===== config.mk =====
export PLATFORM = sky130hd
export DESIGN_NAME = source_text_lexer
export DESIGN_NICKNAME = d
export VERILOG_FILES = /design/src/sv/stl_pkg.sv /design/src/sv/stl_front.sv /design/src/sv/stl_back.sv /design/src/sv/source_text_lexer.sv
export SDC_FILE = /design/constraint.sdc
export NUM_CORES = 1
export LEC_CHECK = 0
export BUFFER_PORTS_ARGS = -buffer_cell sky130_fd_sc_hd__buf_2
export CORE_MARGIN = 1
export CORE_UTILIZATION = 63
export DETAILED_ROUTE_END_ITERATION = 6
export PLACE_DENSITY = 0.8
export REMOVE_ABC_BUFFERS = 1
export SLEW_MARGIN = 20
export SYNTH_ARGS = -nofsm -noshare
export SYNTH_HDL_FRONTEND = slang
export SYNTH_HIERARCHICAL = 1
export SYNTH_SLANG_ARGS = --single-unit

===== constraint.sdc =====
create_clock -name clk_i -period 4.4 [get_ports clk_i]
set_input_delay 0.22 -clock clk_i [delete_from_list [all_inputs] [get_ports clk_i]]
set_output_delay 0.22 -clock clk_i [all_outputs]
set_load 0.01 [all_outputs]

===== src/sv/stl_pkg.sv =====
package stl_pkg;

  // Byte classes found by the front end
  typedef enum logic [2:0] {
    CL_SKIP,
    CL_SPACE,
    CL_ALPHA,
    CL_DIGIT,
    CL_QUOTE,
    CL_OP,
    CL_SYM
  } cls_e;

  // One classified source byte
  typedef struct packed {
    logic [7:0] c;
    logic       last;
    cls_e       cls;
    logic [2:0] op;
    logic [5:0] sk;
  } item_t;

  localparam logic [5:0] K_UNKNOWN = 6'd0;
  localparam logic [5:0] K_PUNCT0  = 6'd19;
  localparam logic [5:0] K_BOOLEAN = 6'd39;
  localparam logic [5:0] K_IDENT   = 6'd40;
  localparam logic [5:0] K_NUMBER  = 6'd41;
  localparam logic [5:0] K_STRING  = 6'd42;

  localparam logic [7:0] OP_CHAR [8] = '{8'h3D, 8'h21, 8'h3E, 8'h3C,
                                         8'h2B, 8'h2D, 8'h2A, 8'h2F};
  localparam logic [5:0] OP_SINGLE [8] = '{6'd1, 6'd3, 6'd5, 6'd7,
                                           6'd9, 6'd12, 6'd15, 6'd17};
  localparam logic [5:0] OP_EQ [8] = '{6'd2, 6'd4, 6'd6, 6'd8,
                                       6'd10, 6'd13, 6'd16, 6'd18};
  localparam logic [5:0] OP_DOUBLE [8] = '{6'd0, 6'd0, 6'd0, 6'd0,
                                           6'd11, 6'd14, 6'd0, 6'd0};

  localparam logic [7:0] PUNCT_CHAR [11] = '{8'h28, 8'h29, 8'h5B, 8'h5D, 8'h7B, 8'h7D,
                                             8'h3B, 8'h27, 8'h22, 8'h2C, 8'h2E};

  localparam logic [7:0] CH_EQ     = 8'h3D;
  localparam logic [7:0] CH_DQUOTE = 8'h22;
  localparam logic [7:0] CH_SQUOTE = 8'h27;
  localparam logic [7:0] CH_UNDER  = 8'h5F;
  localparam logic [7:0] CH_DOT    = 8'h2E;

  // Keyword table, padded with zero bytes
  localparam int KW_NUM = 11;
  localparam int KW_MAXLEN = 5;
  localparam logic [7:0] KW_CHAR [KW_NUM][KW_MAXLEN] = '{
    '{"a", "n", "d", 8'h00, 8'h00},
    '{"e", "l", "s", "e", 8'h00},
    '{"f", "u", "n", 8'h00, 8'h00},
    '{"f", "o", "r", 8'h00, 8'h00},
    '{"i", "f", 8'h00, 8'h00, 8'h00},
    '{"n", "i", "l", 8'h00, 8'h00},
    '{"o", "r", 8'h00, 8'h00, 8'h00},
    '{"v", "a", "r", 8'h00, 8'h00},
    '{"w", "h", "i", "l", "e"},
    '{"t", "r", "u", "e", 8'h00},
    '{"f", "a", "l", "s", "e"}
  };
  localparam logic [2:0] KW_LEN [KW_NUM] = '{3'd3, 3'd4, 3'd3, 3'd3, 3'd2, 3'd3,
                                             3'd2, 3'd3, 3'd5, 3'd4, 3'd5};
  localparam logic [5:0] KW_KIND [KW_NUM] = '{6'd30, 6'd31, 6'd32, 6'd33, 6'd34, 6'd35,
                                              6'd36, 6'd37, 6'd38, 6'd39, 6'd39};

endpackage


===== src/sv/stl_front.sv =====
module stl_front import stl_pkg::*; (
  input  logic       clk_i,
  input  logic       rst_ni,
  input  logic       in_valid_i,
  output logic       in_stall_o,
  input  logic [7:0] source_byte_i,
  input  logic       end_of_source_i,
  output logic       q_valid_o,
  output item_t      q_item_o,
  input  logic       q_pop_i
);

  item_t      cls_item;
  item_t      q_mem_q [2];
  logic       wp_q, rp_q;
  logic [1:0] cnt_q;
  logic       push;

  // Classify the incoming byte
  always_comb begin
    cls_item.c    = source_byte_i;
    cls_item.last = end_of_source_i;
    cls_item.cls  = CL_SKIP;
    cls_item.op   = 3'd0;
    cls_item.sk   = K_UNKNOWN;
    if (source_byte_i == 8'h20 || source_byte_i == 8'h09 || source_byte_i == 8'h0A) begin
      cls_item.cls = CL_SPACE;
    end else if ((source_byte_i >= "a" && source_byte_i <= "z") ||
                 (source_byte_i >= "A" && source_byte_i <= "Z")) begin
      cls_item.cls = CL_ALPHA;
    end else if (source_byte_i >= "0" && source_byte_i <= "9") begin
      cls_item.cls = CL_DIGIT;
    end else if (source_byte_i == CH_SQUOTE || source_byte_i == CH_DQUOTE) begin
      cls_item.cls = CL_QUOTE;
    end else if ((source_byte_i >= 8'd33 && source_byte_i <= 8'd47) ||
                 (source_byte_i >= 8'd58 && source_byte_i <= 8'd64) ||
                 (source_byte_i >= 8'd91 && source_byte_i <= 8'd96) ||
                 (source_byte_i >= 8'd123 && source_byte_i <= 8'd126)) begin
      cls_item.cls = CL_SYM;
      for (int i = 0; i < 11; i++) begin
        if (source_byte_i == PUNCT_CHAR[i]) cls_item.sk = K_PUNCT0 + 6'(i);
      end
      for (int i = 0; i < 8; i++) begin
        if (source_byte_i == OP_CHAR[i]) begin
          cls_item.cls = CL_OP;
          cls_item.op  = 3'(i);
        end
      end
    end
  end

  // Two-entry queue toward the back end
  assign in_stall_o = (cnt_q == 2'd2);
  assign push       = in_valid_i && !in_stall_o;
  assign q_valid_o  = (cnt_q != 2'd0);
  assign q_item_o   = q_mem_q[rp_q];

  always_ff @(posedge clk_i) begin
    if (push) q_mem_q[wp_q] <= cls_item;
  end

  always_ff @(posedge clk_i or negedge rst_ni) begin
    if (!rst_ni) begin
      wp_q  <= 1'b0;
      rp_q  <= 1'b0;
      cnt_q <= 2'd0;
    end else begin
      if (push) wp_q <= ~wp_q;
      if (q_pop_i) rp_q <= ~rp_q;
      cnt_q <= cnt_q + 2'(push) - 2'(q_pop_i);
    end
  end

endmodule


===== src/sv/stl_back.sv =====
module stl_back import stl_pkg::*; #(
  parameter int TEXT_DEPTH = 32
) (
  input  logic       clk_i,
  input  logic       rst_ni,
  input  logic       q_valid_i,
  input  item_t      q_item_i,
  output logic       q_pop_o,
  output logic       out_valid_o,
  input  logic       out_stall_i,
  output logic [5:0] token_kind_o,
  output logic [7:0] text_byte_o,
  output logic       has_text_o,
  output logic       token_end_o,
  output logic       text_truncated_o,
  output logic       run_end_o
);

  localparam int LW = $clog2(TEXT_DEPTH + 1);
  localparam int AW = $clog2(TEXT_DEPTH);

  typedef enum logic [2:0] {M_IDLE, M_WORD, M_NUM, M_STR, M_OP} mode_e;
  typedef enum logic [2:0] {S_WAIT, S_EXEC, S_PRE, S_TEXT, S_ONE, S_START, S_LAST, S_FIN}
    state_e;

  state_e         st_q;
  mode_e          mode_q, start_mode;
  item_t          it_q;
  logic [LW-1:0]  len_q, idx_q, idx_nx;
  logic           ovf_q, dq_q;
  logic [2:0]     pop_q;
  logic [KW_NUM-1:0] kwm_q, kwm_app, kwm_new;
  logic [5:0]     g_kind_q;
  logic           g_trunc_q, g_more_q, g_start_q;
  logic [7:0]     mem [TEXT_DEPTH];
  logic [7:0]     rd_q;

  logic           out_ready, room, txt_end;
  logic           kw_hit;
  logic [5:0]     kw_kind, grp_kind;
  logic           grp_text, start_more, cont, close_hit;
  logic           wr_en, rd_en;
  logic [AW-1:0]  wr_addr, rd_addr;
  logic [7:0]     wr_data;

  assign out_ready = !out_valid_o || !out_stall_i;
  assign room      = (len_q < LW'(TEXT_DEPTH));
  assign idx_nx    = idx_q + LW'(1);
  assign txt_end   = (idx_nx == len_q);
  assign q_pop_o   = (st_q == S_WAIT || st_q == S_FIN) && q_valid_i;

  // Keyword match, tracked per keyword as bytes are appended
  always_comb begin
    kw_hit  = 1'b0;
    kw_kind = K_IDENT;
    for (int k = 0; k < KW_NUM; k++) begin
      kwm_new[k] = (KW_CHAR[k][0] == it_q.c);
      kwm_app[k] = kwm_q[k] &&
                   ((len_q >= LW'(KW_MAXLEN)) || (KW_CHAR[k][3'(len_q)] == it_q.c));
      if (kwm_q[k] && len_q == LW'(KW_LEN[k]) && !ovf_q) begin
        kw_hit  = 1'b1;
        kw_kind = KW_KIND[k];
      end
    end
  end

  // Token that the current mode flushes
  always_comb begin
    grp_text = 1'b1;
    grp_kind = K_UNKNOWN;
    case (mode_q)
      M_WORD: begin
        if (kw_hit && kw_kind != K_BOOLEAN) begin
          grp_text = 1'b0;
          grp_kind = kw_kind;
        end else begin
          grp_kind = kw_hit ? K_BOOLEAN : K_IDENT;
        end
      end
      M_NUM: grp_kind = K_NUMBER;
      M_STR: grp_kind = K_STRING;
      M_OP: begin
        grp_text = 1'b0;
        grp_kind = OP_SINGLE[pop_q];
      end
      default: grp_text = 1'b0;
    endcase
  end

  // What the current byte does once the old token is out
  always_comb begin
    case (it_q.cls)
      CL_ALPHA: start_mode = M_WORD;
      CL_DIGIT: start_mode = M_NUM;
      CL_QUOTE: start_mode = M_STR;
      CL_OP:    start_mode = M_OP;
      default:  start_mode = M_IDLE;
    endcase
    start_more = (it_q.cls == CL_SYM) || (it_q.last && start_mode != M_IDLE);
    close_hit  = (it_q.cls == CL_QUOTE) && ((it_q.c == CH_DQUOTE) == dq_q);
    case (mode_q)
      M_WORD:  cont = (it_q.cls == CL_ALPHA) || (it_q.cls == CL_DIGIT) ||
                      (it_q.c == CH_UNDER);
      M_NUM:   cont = (it_q.cls == CL_DIGIT) || (it_q.c == CH_DOT);
      M_STR:   cont = !close_hit;
      default: cont = 1'b0;
    endcase
  end

  // Text memory ports
  always_comb begin
    wr_en   = 1'b0;
    wr_addr = len_q[AW-1:0];
    wr_data = it_q.c;
    rd_en   = 1'b0;
    rd_addr = '0;
    if (st_q == S_EXEC && cont && room) wr_en = 1'b1;
    if (st_q == S_START && (it_q.cls == CL_ALPHA || it_q.cls == CL_DIGIT)) begin
      wr_en   = 1'b1;
      wr_addr = '0;
    end
    if (st_q == S_PRE) rd_en = 1'b1;
    if (st_q == S_TEXT && out_ready && !txt_end) begin
      rd_en   = 1'b1;
      rd_addr = idx_nx[AW-1:0];
    end
  end

  always_ff @(posedge clk_i) begin
    if (wr_en) mem[wr_addr] <= wr_data;
    if (rd_en) rd_q <= mem[rd_addr];
  end

  // Sequencer with lexer state and output register
  always_ff @(posedge clk_i or negedge rst_ni) begin
    if (!rst_ni) begin
      st_q        <= S_WAIT;
      mode_q      <= M_IDLE;
      len_q       <= '0;
      ovf_q       <= 1'b0;
      dq_q        <= 1'b0;
      pop_q       <= 3'd0;
      kwm_q       <= '0;
      out_valid_o <= 1'b0;
      it_q        <= '0;
      idx_q       <= '0;
      g_kind_q    <= K_UNKNOWN;
      g_trunc_q   <= 1'b0;
      g_more_q    <= 1'b0;
      g_start_q   <= 1'b0;
      token_kind_o     <= K_UNKNOWN;
      text_byte_o      <= 8'd0;
      has_text_o       <= 1'b0;
      token_end_o      <= 1'b0;
      text_truncated_o <= 1'b0;
      run_end_o        <= 1'b0;
    end else begin
      if (!out_stall_i) out_valid_o <= 1'b0;
      case (st_q)
        S_WAIT: begin
          if (q_valid_i) begin
            it_q <= q_item_i;
            st_q <= S_EXEC;
          end
        end
        S_EXEC: begin
          case (mode_q)
            M_WORD, M_NUM, M_STR: begin
              if (cont) begin
                if (room) len_q <= len_q + LW'(1);
                else ovf_q <= 1'b1;
                kwm_q <= kwm_app;
                st_q  <= it_q.last ? S_LAST : S_FIN;
              end else begin
                g_kind_q  <= grp_kind;
                g_trunc_q <= grp_text ? ovf_q : 1'b0;
                g_more_q  <= (mode_q == M_STR) ? 1'b0 : start_more;
                g_start_q <= (mode_q != M_STR);
                mode_q    <= M_IDLE;
                st_q      <= (grp_text && len_q != '0) ? S_PRE : S_ONE;
              end
            end
            M_OP: begin
              mode_q    <= M_IDLE;
              g_trunc_q <= 1'b0;
              st_q      <= S_ONE;
              if (it_q.c == CH_EQ) begin
                g_kind_q  <= OP_EQ[pop_q];
                g_more_q  <= 1'b0;
                g_start_q <= 1'b0;
              end else if (it_q.c == OP_CHAR[pop_q] && OP_DOUBLE[pop_q] != 6'd0) begin
                g_kind_q  <= OP_DOUBLE[pop_q];
                g_more_q  <= 1'b0;
                g_start_q <= 1'b0;
              end else begin
                g_kind_q  <= OP_SINGLE[pop_q];
                g_more_q  <= start_more;
                g_start_q <= 1'b1;
              end
            end
            default: st_q <= S_START;
          endcase
        end
        S_LAST: begin
          g_kind_q  <= grp_kind;
          g_trunc_q <= grp_text ? ovf_q : 1'b0;
          g_more_q  <= 1'b0;
          g_start_q <= 1'b0;
          mode_q    <= M_IDLE;
          if (mode_q == M_IDLE) st_q <= S_FIN;
          else st_q <= (grp_text && len_q != '0) ? S_PRE : S_ONE;
        end
        S_PRE: begin
          idx_q <= '0;
          st_q  <= S_TEXT;
        end
        S_TEXT: begin
          if (out_ready) begin
            out_valid_o      <= 1'b1;
            token_kind_o     <= g_kind_q;
            text_byte_o      <= rd_q;
            has_text_o       <= 1'b1;
            token_end_o      <= txt_end;
            text_truncated_o <= g_trunc_q;
            run_end_o        <= txt_end && !g_more_q;
            idx_q            <= idx_nx;
            if (txt_end) st_q <= g_start_q ? S_START : S_FIN;
          end
        end
        S_ONE: begin
          if (out_ready) begin
            out_valid_o      <= 1'b1;
            token_kind_o     <= g_kind_q;
            text_byte_o      <= 8'd0;
            has_text_o       <= 1'b0;
            token_end_o      <= 1'b1;
            text_truncated_o <= g_trunc_q;
            run_end_o        <= !g_more_q;
            st_q             <= g_start_q ? S_START : S_FIN;
          end
        end
        S_START: begin
          if (it_q.cls == CL_SYM) begin
            if (out_ready) begin
              out_valid_o      <= 1'b1;
              token_kind_o     <= it_q.sk;
              text_byte_o      <= 8'd0;
              has_text_o       <= 1'b0;
              token_end_o      <= 1'b1;
              text_truncated_o <= 1'b0;
              run_end_o        <= 1'b1;
              mode_q           <= M_IDLE;
              st_q             <= S_FIN;
            end
          end else begin
            mode_q <= start_mode;
            if (it_q.cls == CL_ALPHA || it_q.cls == CL_DIGIT) begin
              len_q <= LW'(1);
              ovf_q <= 1'b0;
              kwm_q <= kwm_new;
            end
            if (it_q.cls == CL_QUOTE) begin
              len_q <= '0;
              ovf_q <= 1'b0;
              dq_q  <= (it_q.c == CH_DQUOTE);
            end
            if (it_q.cls == CL_OP) pop_q <= it_q.op;
            st_q <= (it_q.last && start_mode != M_IDLE) ? S_LAST : S_FIN;
          end
        end
        S_FIN: begin
          if (it_q.last) begin
            mode_q <= M_IDLE;
            len_q  <= '0;
            ovf_q  <= 1'b0;
            dq_q   <= 1'b0;
            pop_q  <= 3'd0;
          end
          if (q_valid_i) begin
            it_q <= q_item_i;
            st_q <= S_EXEC;
          end else begin
            st_q <= S_WAIT;
          end
        end
        default: st_q <= S_WAIT;
      endcase
    end
  end

endmodule


===== src/sv/source_text_lexer.sv =====
// Streaming lexer, one source byte per input item.
// Input channel: in_valid_i / in_stall_o with source_byte_i and
// end_of_source_i; an item is taken when valid is high and stall is low.
// A front end classifies each byte into a two-entry queue, so it keeps
// taking bytes while the back end emits, until the queue is full.
// Output channel: out_valid_o / out_stall_i with zero or more results
// per item: token kind, text byte, has_text, token_end, text_truncated, run_end.
// A byte that extends a token passes the back end states S_EXEC and
// S_FIN; a byte seen with no token open (opening one or skipped) also
// passes S_START. Ending a token adds S_ONE for a result without text,
// or S_PRE for setup and then S_TEXT for each text byte, since the text
// buffer has one registered read port. A flush at end of source passes
// S_LAST before its results.
// The output register holds while out_stall_i is high; the back end then
// waits, and the queue fills and raises in_stall_o.
// end_of_source_i flushes any open token and returns the lexer to its
// reset state. Reset clears all control state; the text buffer needs no
// clearing, as only bytes written for the current token are read.
module source_text_lexer import stl_pkg::*; #(
  parameter int TEXT_DEPTH = 32
) (
  input  logic       clk_i,
  input  logic       rst_ni,
  input  logic       in_valid_i,
  output logic       in_stall_o,
  input  logic [7:0] source_byte_i,
  input  logic       end_of_source_i,
  output logic       out_valid_o,
  input  logic       out_stall_i,
  output logic [5:0] token_kind_o,
  output logic [7:0] text_byte_o,
  output logic       has_text_o,
  output logic       token_end_o,
  output logic       text_truncated_o,
  output logic       run_end_o
);

  logic  q_valid, q_pop;
  item_t q_item;

  // Classifier and queue
  stl_front u_front (
    .clk_i           (clk_i),
    .rst_ni          (rst_ni),
    .in_valid_i      (in_valid_i),
    .in_stall_o      (in_stall_o),
    .source_byte_i   (source_byte_i),
    .end_of_source_i (end_of_source_i),
    .q_valid_o       (q_valid),
    .q_item_o        (q_item),
    .q_pop_i         (q_pop)
  );

  // Token engine
  stl_back #(.TEXT_DEPTH(TEXT_DEPTH)) u_back (
    .clk_i            (clk_i),
    .rst_ni           (rst_ni),
    .q_valid_i        (q_valid),
    .q_item_i         (q_item),
    .q_pop_o          (q_pop),
    .out_valid_o      (out_valid_o),
    .out_stall_i      (out_stall_i),
    .token_kind_o     (token_kind_o),
    .text_byte_o      (text_byte_o),
    .has_text_o       (has_text_o),
    .token_end_o      (token_end_o),
    .text_truncated_o (text_truncated_o),
    .run_end_o        (run_end_o)
  );

endmodule


# Yosys cells after proc, flatten, opt, wreduce, memory -nomap -nowiden
# Memory sizes are Yosys's and may differ from the RTL's. A register that Yosys moved wholly into a read port is not among the register bits.
# Index checks and enable logic that the tools add are counted.
# word_totals
regBits,66
mem_bits_rw,298
rom_bits,912
input_bits,13
out_inout_bits,20
word_cells,468
n_memories,17
# mem_list
name,words,word_bits,rd,rd_clocked_by_memory_dff,write_ports,line_no,source
u_back.mem,32,8,1,1,1,stl_back.sv:35,logic [7:0] mem [TEXT_DEPTH];
(name not given),8,8,1,0,0,stl_back.sv:59,((len_q >= LW'(KW_MAXLEN)) || (KW_CHAR[k][3'(len_q)] == it_q.c));
(name not given),8,8,1,0,0,stl_back.sv:59,
(name not given),8,8,1,0,0,stl_back.sv:59,
(name not given),8,8,1,0,0,stl_back.sv:191,end else if (it_q.c == OP_CHAR[pop_q] && OP_DOUBLE[pop_q] != 6'd0) begin
(name not given),8,8,1,0,0,stl_back.sv:59,
11 more memories,n/a,n/a,n/a,n/a,n/a,n/a,
# op_classes
add_sub_neg,4
n_lt_le_gt_ge,18
eq_ne,92
mux,195
bitwise_logic,4
reduce_logical,116
# op_table
operator,count
8-bit two-way mux,27
6-bit two-way mux,33
"8-bit by 6-bit == test with 1-bit output, second input constant",19
5-bit two-way mux,20
8-bit == test,12
"7-bit by 8-bit == test with 1-bit output, first input constant",9
3-bit two-way mux,19
1-bit two-way mux,56
1-bit logical AND,53
6-bit one-hot mux with 2 select lines,4
11-bit two-way mux,4
"8-bit by 7-bit == test with 1-bit output, second input constant",5
"8-bit by 7-bit less-or-equal comparator with 1-bit output, second input constant",5
9-bit two-way mux,4
"8-bit by 7-bit greater-or-equal comparator with 1-bit output, second input constant",4
"3-bit == test, second input constant",8
"8-bit by 6-bit greater-or-equal comparator with 1-bit output, second input constant",3
1-bit logical OR,24
"2-bit by 1-bit inequality test with 1-bit output, second input constant",12
3-bit one-hot mux with 4 select lines,2
3-bit one-hot mux with 8 select lines,1
6-bit one-hot mux with 4 select lines,1
8-bit one-hot mux with 3 select lines,1
11-bit one-hot mux with 2 select lines,1
other kinds (42),102

# Depth between registers and ports, before layout
# Gate-level depths: netlist (run 1).
# logic_depth
ltp_word,23
ltp_mapped,12
ltp_nobuf,9

# Cells and area by module
# The synthesis (run 1) kept the hierarchy.
# by_module_without_submodules
mod,n_inst,cells_each,area_each_um2,seq_area_each_um2
stl_back,1,1387,16447.0,10004.6
stl_front,1,173,2272.2,1301.2

# Least setup slack after synthesis (run 1)
# OpenSTA, ideal clock, no wires.
# synth_path
kind,reg-to-reg
from,"register u_back.it_q, in the netlist u_back/wr_data[0]"
to,memory u_back.mem[10][0] (enable)
setup_time_ns,0.370
arrival_ns,2.854
required_time_ns,4.030
path_slack_ns,1.176
path_stages_with_launch,10
path_buffers,2
period_less_slack_ns,3.224
path_cell_list,dfrtp_1 -> buf_2 -> nor3b_1 -> and3_1 -> a211oi_1 -> o32a_1 -> buf_2 -> nor3_1 -> nand3_1 -> nor2_1
# synth_between
elab_chain_len,11
elab_cells_between_ends,15
cone_classes,eq/ne (4); mux (5); reduce/logical (6)
# synth_rtl
item,line_no,source
start: declaration,stl_back.sv:28,item_t it_q;
start signal: assignment,stl_back.sv:162,it_q <= q_item_i;
start signal: assignment,stl_back.sv:280,it_q <= q_item_i;
8-bit by 6-bit == test with 1-bit output,stl_back.sv:100,close_hit = (it_q.cls == CL_QUOTE) && ((it_q.c == CH_DQUOTE) == dq_q);
1-bit == test,stl_back.sv:100,
1-bit logical AND,stl_back.sv:100,
1-bit zero test,stl_back.sv:105,M_STR: cont = !close_hit;
1-bit one-hot mux with 3 select lines (*),stl_back.sv:101,case (mode_q)
1-bit logical AND (*) (2 in a row),stl_back.sv:117,if (st_q == S_EXEC && cont && room) wr_en = 1'b1;
1-bit two-way mux (*),stl_back.sv:117,
1-bit two-way mux (*),stl_back.sv:118,if (st_q == S_START && (it_q.cls == CL_ALPHA || it_q.cls == CL_DIGIT)) begin
1-bit two-way mux (*),stl_back.sv:130,if (wr_en) mem[wr_addr] <= wr_data;
1-bit two-way mux (not written as such) (*),stl_back.sv:130,
end: declaration,stl_back.sv:35,
# Every way passes the cells marked *; elsewhere a longest branch is shown, timed or not.

# Worst setup path in the final report (run 1)
# layout_path
from,register u_back.len_q[1]
to,register u_back.st_q[2]
# layout_between
elab_chain_len,23
elab_cells_between_ends,62
cone_classes,eq/ne (7); mux (29); reduce/logical (26)
# layout_rtl
item,line_no,source
start: declaration,stl_back.sv:29,"logic [LW-1:0] len_q, idx_q, idx_nx;"
start signal: assignment,stl_back.sv:170,if (room) len_q <= len_q + LW'(1);
6-bit by 2-bit == test with 1-bit output,stl_back.sv:60,if (kwm_q[k] && len_q == LW'(KW_LEN[k]) && !ovf_q) begin
1-bit logical AND (2 in a row),stl_back.sv:60,
6-bit two-way mux (11 in a row),stl_back.sv:60,
6-bit inequality test,stl_back.sv:73,if (kw_hit && kw_kind != K_BOOLEAN) begin
1-bit logical AND,stl_back.sv:73,
1-bit two-way mux,stl_back.sv:73,
1-bit one-hot mux with 2 select lines,stl_back.sv:71,case (mode_q)
1-bit logical AND,"stl_back.sv:180, stl_back.sv:211",
3-bit two-way mux,"stl_back.sv:180, stl_back.sv:211",
3-bit two-way mux,stl_back.sv:169,if (cont) begin
3-bit one-hot mux with 2 select lines,stl_back.sv:167,case (mode_q)
3-bit one-hot mux with 8 select lines,stl_back.sv:159,case (st_q)
end signal: assignment,stl_back.sv:173,st_q <= it_q.last ? S_LAST : S_FIN;
end signal: assignment,stl_back.sv:180,st_q <= (grp_text && len_q != '0) ? S_PRE : S_ONE;
end signal: assignment,stl_back.sv:211,else st_q <= (grp_text && len_q != '0) ? S_PRE : S_ONE;
end: declaration,stl_back.sv:26,state_e st_q;
# Several ways; a longest one is shown, not always the timed one.
# A chain may end at the register's enable or synchronous reset.

==> results.toml, run 1 <==
[timing]
fmax_mhz = 287.2
tightest_slew_ps = 1227
rsz0062_at_grt = "false"
relSlewSlack_pct = 18.17
slew_violations = 0
skew_ps = 18.22
hold_violations = 0
period_needed_ps = 3482
setup_violations = 0
period_share_pct = 79.14
worst_slack_ps = 918.1

[placement]
gp_congestion = 1.004
pre_cts_slack_ps = 1059
port_buffers = 32
postPlaceCellArea_um2 = 19320
hpwlAfterDp_mm = 30.87

[floorplanning]
core_um2 = 28940
die_area_um2 = 30410
rows = 62
dieWidth_um = 174.4
start_util_pct = 64.69
num_io_pins = 33
die_y_um = 174.4

[flow_run]
max_cap_violations = 0

[logic_synthesis]
synth_area_um2 = 18720
ys_ff_latch = 391
yosysSeqAreaShare_pct = 60.40
yosysMostFrequentCell = "edfxtp_1"
synthArstFlopShare_pct = 22.25
syn_avg_cell_area_um2 = 12.00
synthTopCellsByCount = "edfxtp_1, nand2_1, nor2_1, o21ai_0, dfrtp_1"
synth_edf_count = 304
yosysTopAreaCellShare_pct = 48.77
ys.warnings.count = 6
synth.largest_area_cell = "edfxtp_1"
synth_cell_types = 89
netlist_instances = 1560
yosys-top-cells-area = "edfxtp_1, dfrtp_1, nand2_1"
synthFlopType = "edfxtp_1"

[pwr]
ir_worst_vdd_mv = 0.3600
p_leak_nw = 7.488
p_per_area_nw_per_um2 = 685.0

[setup_path]
worstPathMaxFanout = 16
end_kind = "register"
worstPathCellList = "inv_1 -> ha_1 -> o21ai_0 -> a2111oi_0 -> buf_4 -> nor3_1 -> a21oi_1 -> nand2_1 -> a21o_1 -> a31oi_1"
max_stage_delay_ps = 650
rr_worst_depth = 10
crit_type = "register to register"
arrival_ps = 3940
crit_path_start_kind = "register"
crit_slowest_cell = "ha_1"
crit_family = "compound AO/OA/AOI/OAI gates"
cp_num_cells = 10
cp.required_ps = 4850
path_buf_inv = 2

[hold_path]
hold_depth = 3
hp-class = "input pin to register"

[global_routing]
antenna_found_initial = 0
overflow = 0
grt_first_pass_wirelength_mm = 75.53
grt_max_degree = 61
grt_pass1_vias = 13030
grt.total_usage_pct = 32.57

[cts]
cts_max_level = 2
worstSkewPairLatency_ps = 550
cts.sink_count = 391
clkTransAtPathRegs_ps = 70
cts_setup_buffers = 0
cts_tree = "built"
numCtsBuffers = 38
root_buffer = "clkbuf_16"
clock_path_buffers = 3

[detailed_routing]
dr.pass1.iters = 7
totalWireLength_mm = 48.57
detail_route.vias_per_cell = 6.835
drc = 4
wl_per_cell_um = 24.35
drtIter0Drc = 1756
via_count = 13640
postRouteAntennaNets = 0

[finish]
drive_above_1_share_pct = 14.21
fill_cells = 1871
syn_to_final_growth_pct = 10.29
design_area_um2 = 20650
antenna_cells = 0
final_nets = 1610

[outcome]
violations = "design-rule violations"
status = "finished with violations"
-- flip-flops by register name, summed over array words and instances, names as in the netlist, 2 cells and up --
register,flops
u_back/kwm_q,11
u_front/cnt_q,2
u_back/text_byte_o,8
u_back/rd_q,8
u_front/q_mem_q,40
u_back/it_q,13
u_back/wr_data,8
u_back/st_q,3
u_back/mem,256
u_back/idx_q,6
u_back/mode_q,3
u_back/token_kind_o,6
u_back/len_q,6
u_back/pop_q,3
u_back/g_kind_q,6
-- kinds of logic (layout without fill, tap and decap cells) --
family / count (synthesis) / after routing / share of synthesized area [%]
simple gates: 476 / 476 / 12.43
compound gates: 420 / 420 / 15.65
flops: 391 / 391 / 60.40
buf+inv: 145 / 196 / 3.416
mux: 71 / 71 / 5.067
xor+xnor: 40 / 40 / 1.952
fa+ha+maj: 16 / 16 / 1.069
other cells: 1 / 1 / 0.02003
-- power by group --
| part | leakage, nW | total [mW] | switching, mW | internal (mW) |
|---|---|---|---|---|
| registers | 3.88 | 5.30 | 0.491 | 4.81 |
| logic | 2.98 | 5.48 | 3.66 | 1.81 |
| clock network | 0.627 | 3.37 | 1.39 | 1.98 |
-- metal layers --
layer / global-route usage [%] / part of all wire, % / wire length (um) / up-vias
li1: - / - / - / 5981
met2: 47.86 / 44 / 21530 / 902
met3: 8.508 / 12 / 5745 / 157
met5: 0 / 0 / 0 / -
met1: 46.84 / 40 / 19500 / 6596
met4: 12.21 / 3.7 / 1796 / 0
-- area by class of cell --
cell class	count	area (um^2)	share of cell area (%)
clock buffer	52	1044	5.054
clock inverter	18	259.0	1.254
inverter	30	112.6	0.5454
multi-input combinational	1024	6787	32.87
sequential	391	11320	54.81
tap	384	480.5	2.327
timing repair buffer	96	648.1	3.139
-- timing repair --
item,4_1_cts,5_1_grt
hold buffers,2,0
hold endpoints to repair,49,0
resized for setup,0,0
-- layout by cell type (no fill, tap or decap), drive strengths merged, types with 29 or more instances in the layout --
master,instances
a21oi,60
nand2b,32
dfrtp,87
nor2,125
mux2,30
nand2,167
o21ai,100
clkbuf,52
edfxtp,304
buf,94
inv,29
-- through the flow --
step	util, %	hold slack [ps]	total power [mW]	setup TNS (ps)	instances
2_1_floorplan	-	-75.59	8.704	-10800	1445
3_3_place_gp	66.78	287.6	10.48	0	1923
3_5_place_dp	66.78	293.2	10.60	0	1923
4_1_cts	71.35	23.25	13.99	0	1995
5_1_grt	71.35	40.63	14.74	0	1995
6_report	71.35	51.12	14.14	0	1995
-- worst min-delay path: stages --
cell and delay [ps]:
buf_2 110, nand2_1 130, xnor2_1 80
-- final timing paths --
path                       slack [ps]                     end                    from
setup reg to reg                  920          u_back/st_q[2]         u_back/len_q[1]
min in group asynchronous         260  u_back/token_kind_o[4]                  rst_ni
hold / removal                     50            u_front/wp_q              in_valid_i
setup / recovery                  920          u_back/st_q[2]         u_back/len_q[1]
max in group asynchronous        3140       u_back/wr_data[4]                  rst_ni
hold reg to reg                   470  u_back/token_kind_o[5]  u_back/token_kind_o[5]
Note: power is estimated with default switching activity, not from simulation.
==> run 2: changes to the inputs <==
CORE_UTILIZATION = 57   (was 63)
PLACE_DENSITY = 0.76   (was 0.8)
clock period = 2.9 ns   (was 4.4 ns; I/O delays follow)
==> run 2 against run 1 <==
Net effect:
- the flow now finishes without violations
- clock skew grew 1.3 ps
- critical path depth down 1
- via count shrank 1.0%
- clock power increased by 54%
- fmax grew 24%
- setup slack got worse by 830 ps
- combinational power rose by 63%
==> results.toml, run 2 (synthesis gave the netlist of run 1 again) <==
[timing]
period_share_pct = 97.00
skew_ps = 19.53
finalSetupTns_ps = 0
fmax_mhz = 355.5
setup_violations = 0
relSlewSlack_pct = 37.49
tightest_slew_ps = 937.7
hold_violations = 0
slew_violations = 0
period_needed_ps = 2813

[cts]
cts.sink_count = 391
worstSkewPairLatency_ps = 550
clkTransAtPathRegs_ps = 60
cts_max_level = 2
numCtsBuffers = 41
clock_path_buffers = 3
cts_tree = "built"
root_buffer = "clkbuf_16"

[detailed_routing]
via_count = 13500
detail_route.vias_per_cell = 6.380
wl_per_cell_um = 22.20
dr.pass1.iters = 6
totalWireLength_mm = 46.97
drc = 0
postRouteAntennaNets = 0
drtIter0Drc = 1540

[global_routing]
grt.total_usage_pct = 28.54
grt_first_pass_wirelength_mm = 72.96
grt_pass1_vias = 13110
grt_max_degree = 81
overflow = 0
antenna_found_initial = 0

[outcome]
status = "complete, no violations"

[floorplanning]
die_y_um = 183.2
core_um2 = 31960
die_area_um2 = 33570
dieWidth_um = 183.2
start_util_pct = 58.57
rows = 65
num_io_pins = 33

[hold_path]
hp-class = "input pin to register"

[pwr]
p_leak_nw = 7.883
p_per_area_nw_per_um2 = 1023
ir_worst_vdd_mv = 0.5834
finalPower_mw = 21.94

[placement]
hpwlAfterDp_mm = 30.53
port_buffers = 32
gp_congestion = 0.9444

[finish]
syn_to_final_growth_pct = 14.54
multiInputGateArea_um2 = 6874
fill_cells = 2307
layout_common_cells = "edfxtp_1, nand2_1, nor2_1"
final_common_cell = "edfxtp_1"
final_nets = 1680
regArea_um2 = 11320
largest_reg_flops = 256
drive_above_1_share_pct = 18.20
antenna_cells = 0
fin_util_pct = 67.08
reg.largest.list = "u_back/mem x256, u_front/q_mem_q x40, u_back/it_q x13"
regMostFlops = "u_back/mem"

[setup_path]
crit_type = "register to register"
arrival_ps = 3100
worstPathMaxFanout = 9
crit_path_start_kind = "register"
cp.required_ps = 3190
end_kind = "register"

[flow_run]
max_cap_violations = 0
run 2: cell count changes in the layout (fill, tap and decap cells not counted), sizes merged:
cell	before	now
dlygate4sd3	2	8
clkinv	12	16
buf	94	155
clkinvlp	2	1
inv	29	30
clkbuf	52	51
run 2: what timing repair did:
action | in CTS | in global routing
gates cloned | 0 | 1
hold endpoints to repair | 44 | 0
pin swaps | 1 | 5
gates resized for setup | 4 | 22
setup endpoints to repair | 5 | 258
hold buffers | 8 | 0
buffers inserted | 1 | 3
run 2: critical path, stage by stage (launching register included):
cell and delay (ps):
dfrtp_4 470, buf_4 160, and3_2 230, and3_1 180, o2111a_2 340, or3_4 450, o21ai_0 170, a221oi_2 70
buf_4 150, o32a_1 330
run 2: final cells by class:
| class | instances | area share [%] |
|---|---|---|
| multi-input cells | 1024 | 32.06 |
| clock inverters | 22 | 1.120 |
| flip-flops and latches | 391 | 52.78 |
| repair buffers | 163 | 5.923 |
| clock buffers | 51 | 5.054 |
| well taps | 435 | 2.539 |
| inverters | 30 | 0.5252 |
run 2: power breakdown:
part	switching (mW)	leakage, nW	internal (mW)
Sequential	0.519	3.88	7.29
Combinational	5.71	3.35	3.24
Clock	2.09	0.648	3.10
run 2: per-stage QoR:
stage / instance area [um^2] / hold slack [ps] / setup slack [ps] / instances
after floorplan: 18190 / -150.6 / -2584 / 1445
after global placement: 19880 / 139.2 / 4.773 / 2030
after detailed placement: 19880 / 143.6 / -83.63 / 2030
after CTS: 21310 / 31.99 / 3.486 / 2112
after global routing: 21440 / 56.63 / -6.310 / 2116
final: 21440 / 50.01 / 86.97 / 2116
run 2: path summary, 6_finish.rpt:
kind | from | end | slack (ps) | cells after the start
min reg2reg | u_back/token_kind_o[5] | u_back/token_kind_o[5] | 470 | 2
max reg2reg | u_back/idx_q[0] | u_back/rd_q[2] | 90 | 9
min in group asynchronous | rst_ni | u_back/has_text_o | 110 | 2
max in group asynchronous | rst_ni | u_back/wr_data[4] | 2100 | 3
min | source_byte_i[1] | u_front/q_mem_q[1][14] | 50 | 1
max | u_back/idx_q[0] | u_back/rd_q[2] | 90 | 9
run 2: layer usage:
metal / GRT usage [%] / up-vias / wire length, um / share of wire [%]
met1: 37.38 / 6611 / 18930 / 40
met4: 12.23 / 0 / 1840 / 3.9
met5: 0 / - / 0 / 0
met2: 47.95 / 638 / 22910 / 49
met3: 3.813 / 125 / 3291 / 7.0
li1: - / 6126 / - / -
==> run 3: changes to the inputs <==
ABC_AREA = 1   (was default)
CORE_UTILIZATION = 63   (was 57)
PLACE_DENSITY = 0.8   (was 0.76)
RECOVER_POWER = 25   (was default)
clock period = 2.6 ns   (was 2.9 ns; I/O delays follow)
==> run 3 against run 2 <==
Net effect:
- the run now ends with max-capacitance violations, max-slew violations, negative setup slack left
- global-route usage grew 5.8 points
- worst hold slack got worse by 12 ps
- critical path type unchanged
- non-clock buffer count grew 72
- clock skew is 19 ps higher
==> results.toml, run 3 <==
[outcome]
status = "finished with violations"
violations = "max-capacitance violations, max-slew violations, negative setup slack"

[floorplanning]
core_um2 = 30590
die_y_um = 178.1
die_area_um2 = 31740
start_util_pct = 63.90
dieWidth_um = 178.1
num_io_pins = 33
rows = 64

[setup_path]
end_kind = "register"
r2r_start = "u_back/idx_q[1]"
worstPathCellList = "ha_4 -> inv_2 -> nand2_1 -> nand4_1 -> nor2_1 -> nand2_1 -> nor2_4 -> nand2_4 -> nand3_4 -> buf_12 -> buf_12 -> nand2_1 -> nand3_1 -> nand3_1 -> nand3_1 -> nand2_2 -> nand2_1 -> nand2_1"
arrival_ps = 3280
crit_top_cell = "nand2_1"
r2r_slack_ps = -350
crit_slowest_cell = "dfrtp_1"
rr_worst_depth = 18
r2r_end = "u_back/rd_q[2]"
cp.required_ps = 2930
max_stage_delay_ps = 470
crit_path_start_kind = "register"
crit_type = "register to register"
worstPathMaxFanout = 9

[timing]
slew_violations = 88
fmax_mhz = 338.8
finalSetupTns_ps = -2285
period_needed_ps = 2952
relSlewSlack_pct = -32.59
period_share_pct = 113.5
setup_violations = 8
rsz0062_at_grt = "true"
tightest_slew_ps = 1989
worst_slack_ps = -351.7
hold_violations = 0
skew_ps = 38.92

[pwr]
p_per_area_nw_per_um2 = 1202
switching_share_pct = 42.56
power_frac_seq_pct = 30.9
finalPower_mw = 28.80
p_leak_nw = 10.33
combPwrFrac_pct = 48.2
ir_worst_vdd_mv = 0.9480
power.internal_mw = 16.54
clockPowerShare_pct = 20.9
p_switching_mw = 12.26

[detailed_routing]
drc = 0
wl_per_cell_um = 21.69
detail_route.vias_per_cell = 6.234
via_count = 16980
dr.pass1.iters = 6
postRouteAntennaNets = 0
totalWireLength_mm = 59.07
drtIter0Drc = 2211

[placement]
gp_congestion = 0.9588
port_buffers = 32
pre_cts_slack_ps = -105.0
hpwlAfterDp_mm = 35.00

[cts]
worstSkewPairLatency_ps = 570
root_buffer = "clkbuf_16"
numCtsBuffers = 40
cts_max_level = 2
cts.sink_count = 391
cts_tree = "built"
clkTransAtPathRegs_ps = 70
clock_path_buffers = 3

[hold_path]
min_from = "in_valid_i"
hp-class = "input pin to register"
min_to = "u_front/wp_q"
hold_depth = 4

[global_routing]
antenna_found_initial = 1
grt.total_usage_pct = 34.38
grt_first_pass_wirelength_mm = 83.10
grt_max_degree = 115
grt_pass1_vias = 16050
overflow = 0

[logic_synthesis]
synthArstFlopShare_pct = 22.25
ys_ff_latch = 391
syn_avg_cell_area_um2 = 9.247
synthTopCellsByCount = "nand2_1, edfxtp_1, inv_1, nor2_1, nand3_1"
synth_cell_types = 46
synthFlopType = "edfxtp_1"
yosysMostFrequentCell = "nand2_1"
yosysTopAreaCellShare_pct = 46.70
synth.largest_area_cell = "edfxtp_1"
yosys-top-cells-area = "edfxtp_1, dfrtp_1, nand2_1"
yosysSeqAreaShare_pct = 57.84
netlist_instances = 2114
synth_area_um2 = 19550
synth_edf_count = 304
ys.warnings.count = 6

[finish]
reg.largest.list = "u_back/mem x256, u_front/q_mem_q x40, u_back/it_q x13"
regMostFlops = "u_back/mem"
layout_common_cells = "nand2_1, edfxtp_1, inv_1"
syn_to_final_growth_pct = 22.57
largest_reg_flops = 256
drive_above_1_share_pct = 22.05
antenna_cells = 0
final_nets = 2324
final_common_cell = "nand2_1"

[flow_run]
max_cap_violations = 1
-- run 3: power groups by stage --
stage / clock (mW) / combinational (mW) / sequential (mW)
after floorplan: 0 / 6.25 / 9.18
after global placement: 0 / 11.2 / 8.89
after detailed placement: 0 / 11.5 / 8.92
after CTS: 6.01 / 11.9 / 8.81
after global routing: 6.27 / 14.6 / 8.95
final: 6.03 / 13.9 / 8.90
-- run 3: how the worst max path moves through the flow --
stage	startpoint	end	slack (ps)	depth (start not counted)
floorplan	u_back/idx_q[0]	u_back/rd_q[0]	-2930	14
global placement	u_back/wr_data[7]	u_back/mem[26][5]	-80	12
detailed placement	u_back/idx_q[1]	u_back/rd_q[3]	-100	18
CTS	u_back/idx_q[1]	u_back/rd_q[1]	1	18
global route	u_back/idx_q[1]	u_back/rd_q[2]	-350	18
finish	u_back/idx_q[1]	u_back/rd_q[2]	-350	18
-- run 3: repair_timing --
| item | in CTS | in global routing |
|---|---|---|
| pin swaps | 4 | 68 |
| endpoints found under the setup margin | 76 | 284 |
| hold buffers | 11 | 0 |
| cloned | 1 | 8 |
| endpoints found under the hold margin | 106 | 0 |
| resized for setup | 13 | 217 |
| buffers inserted | 4 | 16 |
-- run 3: final cells by class --
type | instances | area [um^2]
Clock inverter | 27 | 274.0
Timing Repair Buffer | 235 | 2197
Clock buffer | 47 | 1100
Fill cell | 1821 | 6630
Inverter | 299 | 1147
Sequential cell | 391 | 11310
Tap cell | 396 | 495.5
Multi-Input combinational cell | 1328 | 7437
-- run 3: metal layers --
| metal | GRT usage (%) | wire length, um |
|---|---|---|
| met3 | 4.859 | 5775 |
| met4 | 21.40 | 4679 |
| met1 | 40.48 | 19910 |
| met2 | 59.37 | 28710 |
| met5 | 0 | 0 |
-- run 3: kinds of logic after synthesis --
logic type	share of synthesized area, %
XOR/XNOR	1.479
adder cells (fa/ha/maj)	1.024
multiplexers	1.728
AO/OA/AOI/OAI	5.057
AND/OR/NAND/NOR	24.76
flip-flops	57.84
other	0.01918
buffers and inverters	8.091
-- run 3: critical path, delay by kind of cell, from the launching register on --
family | cells | cell delay [ps]
AND/OR/NAND/NOR | 14 | 1570
flip-flops | 1 | 470
buffers and inverters | 3 | 350
adder cells (fa/ha/maj) | 1 | 320
-- run 3: through the flow --
step / util (%) / instance area (um^2) / instances / hold slack, ps
floorplan: - / 19090 / 2018 / -165.6
global placement: 69.27 / 21190 / 2610 / 320.3
detailed placement: 69.27 / 21190 / 2610 / 329.3
CTS: 74.51 / 22790 / 2700 / 42.34
global route: 78.33 / 23960 / 2723 / 75.48
finish: 78.33 / 23960 / 2723 / 38.10
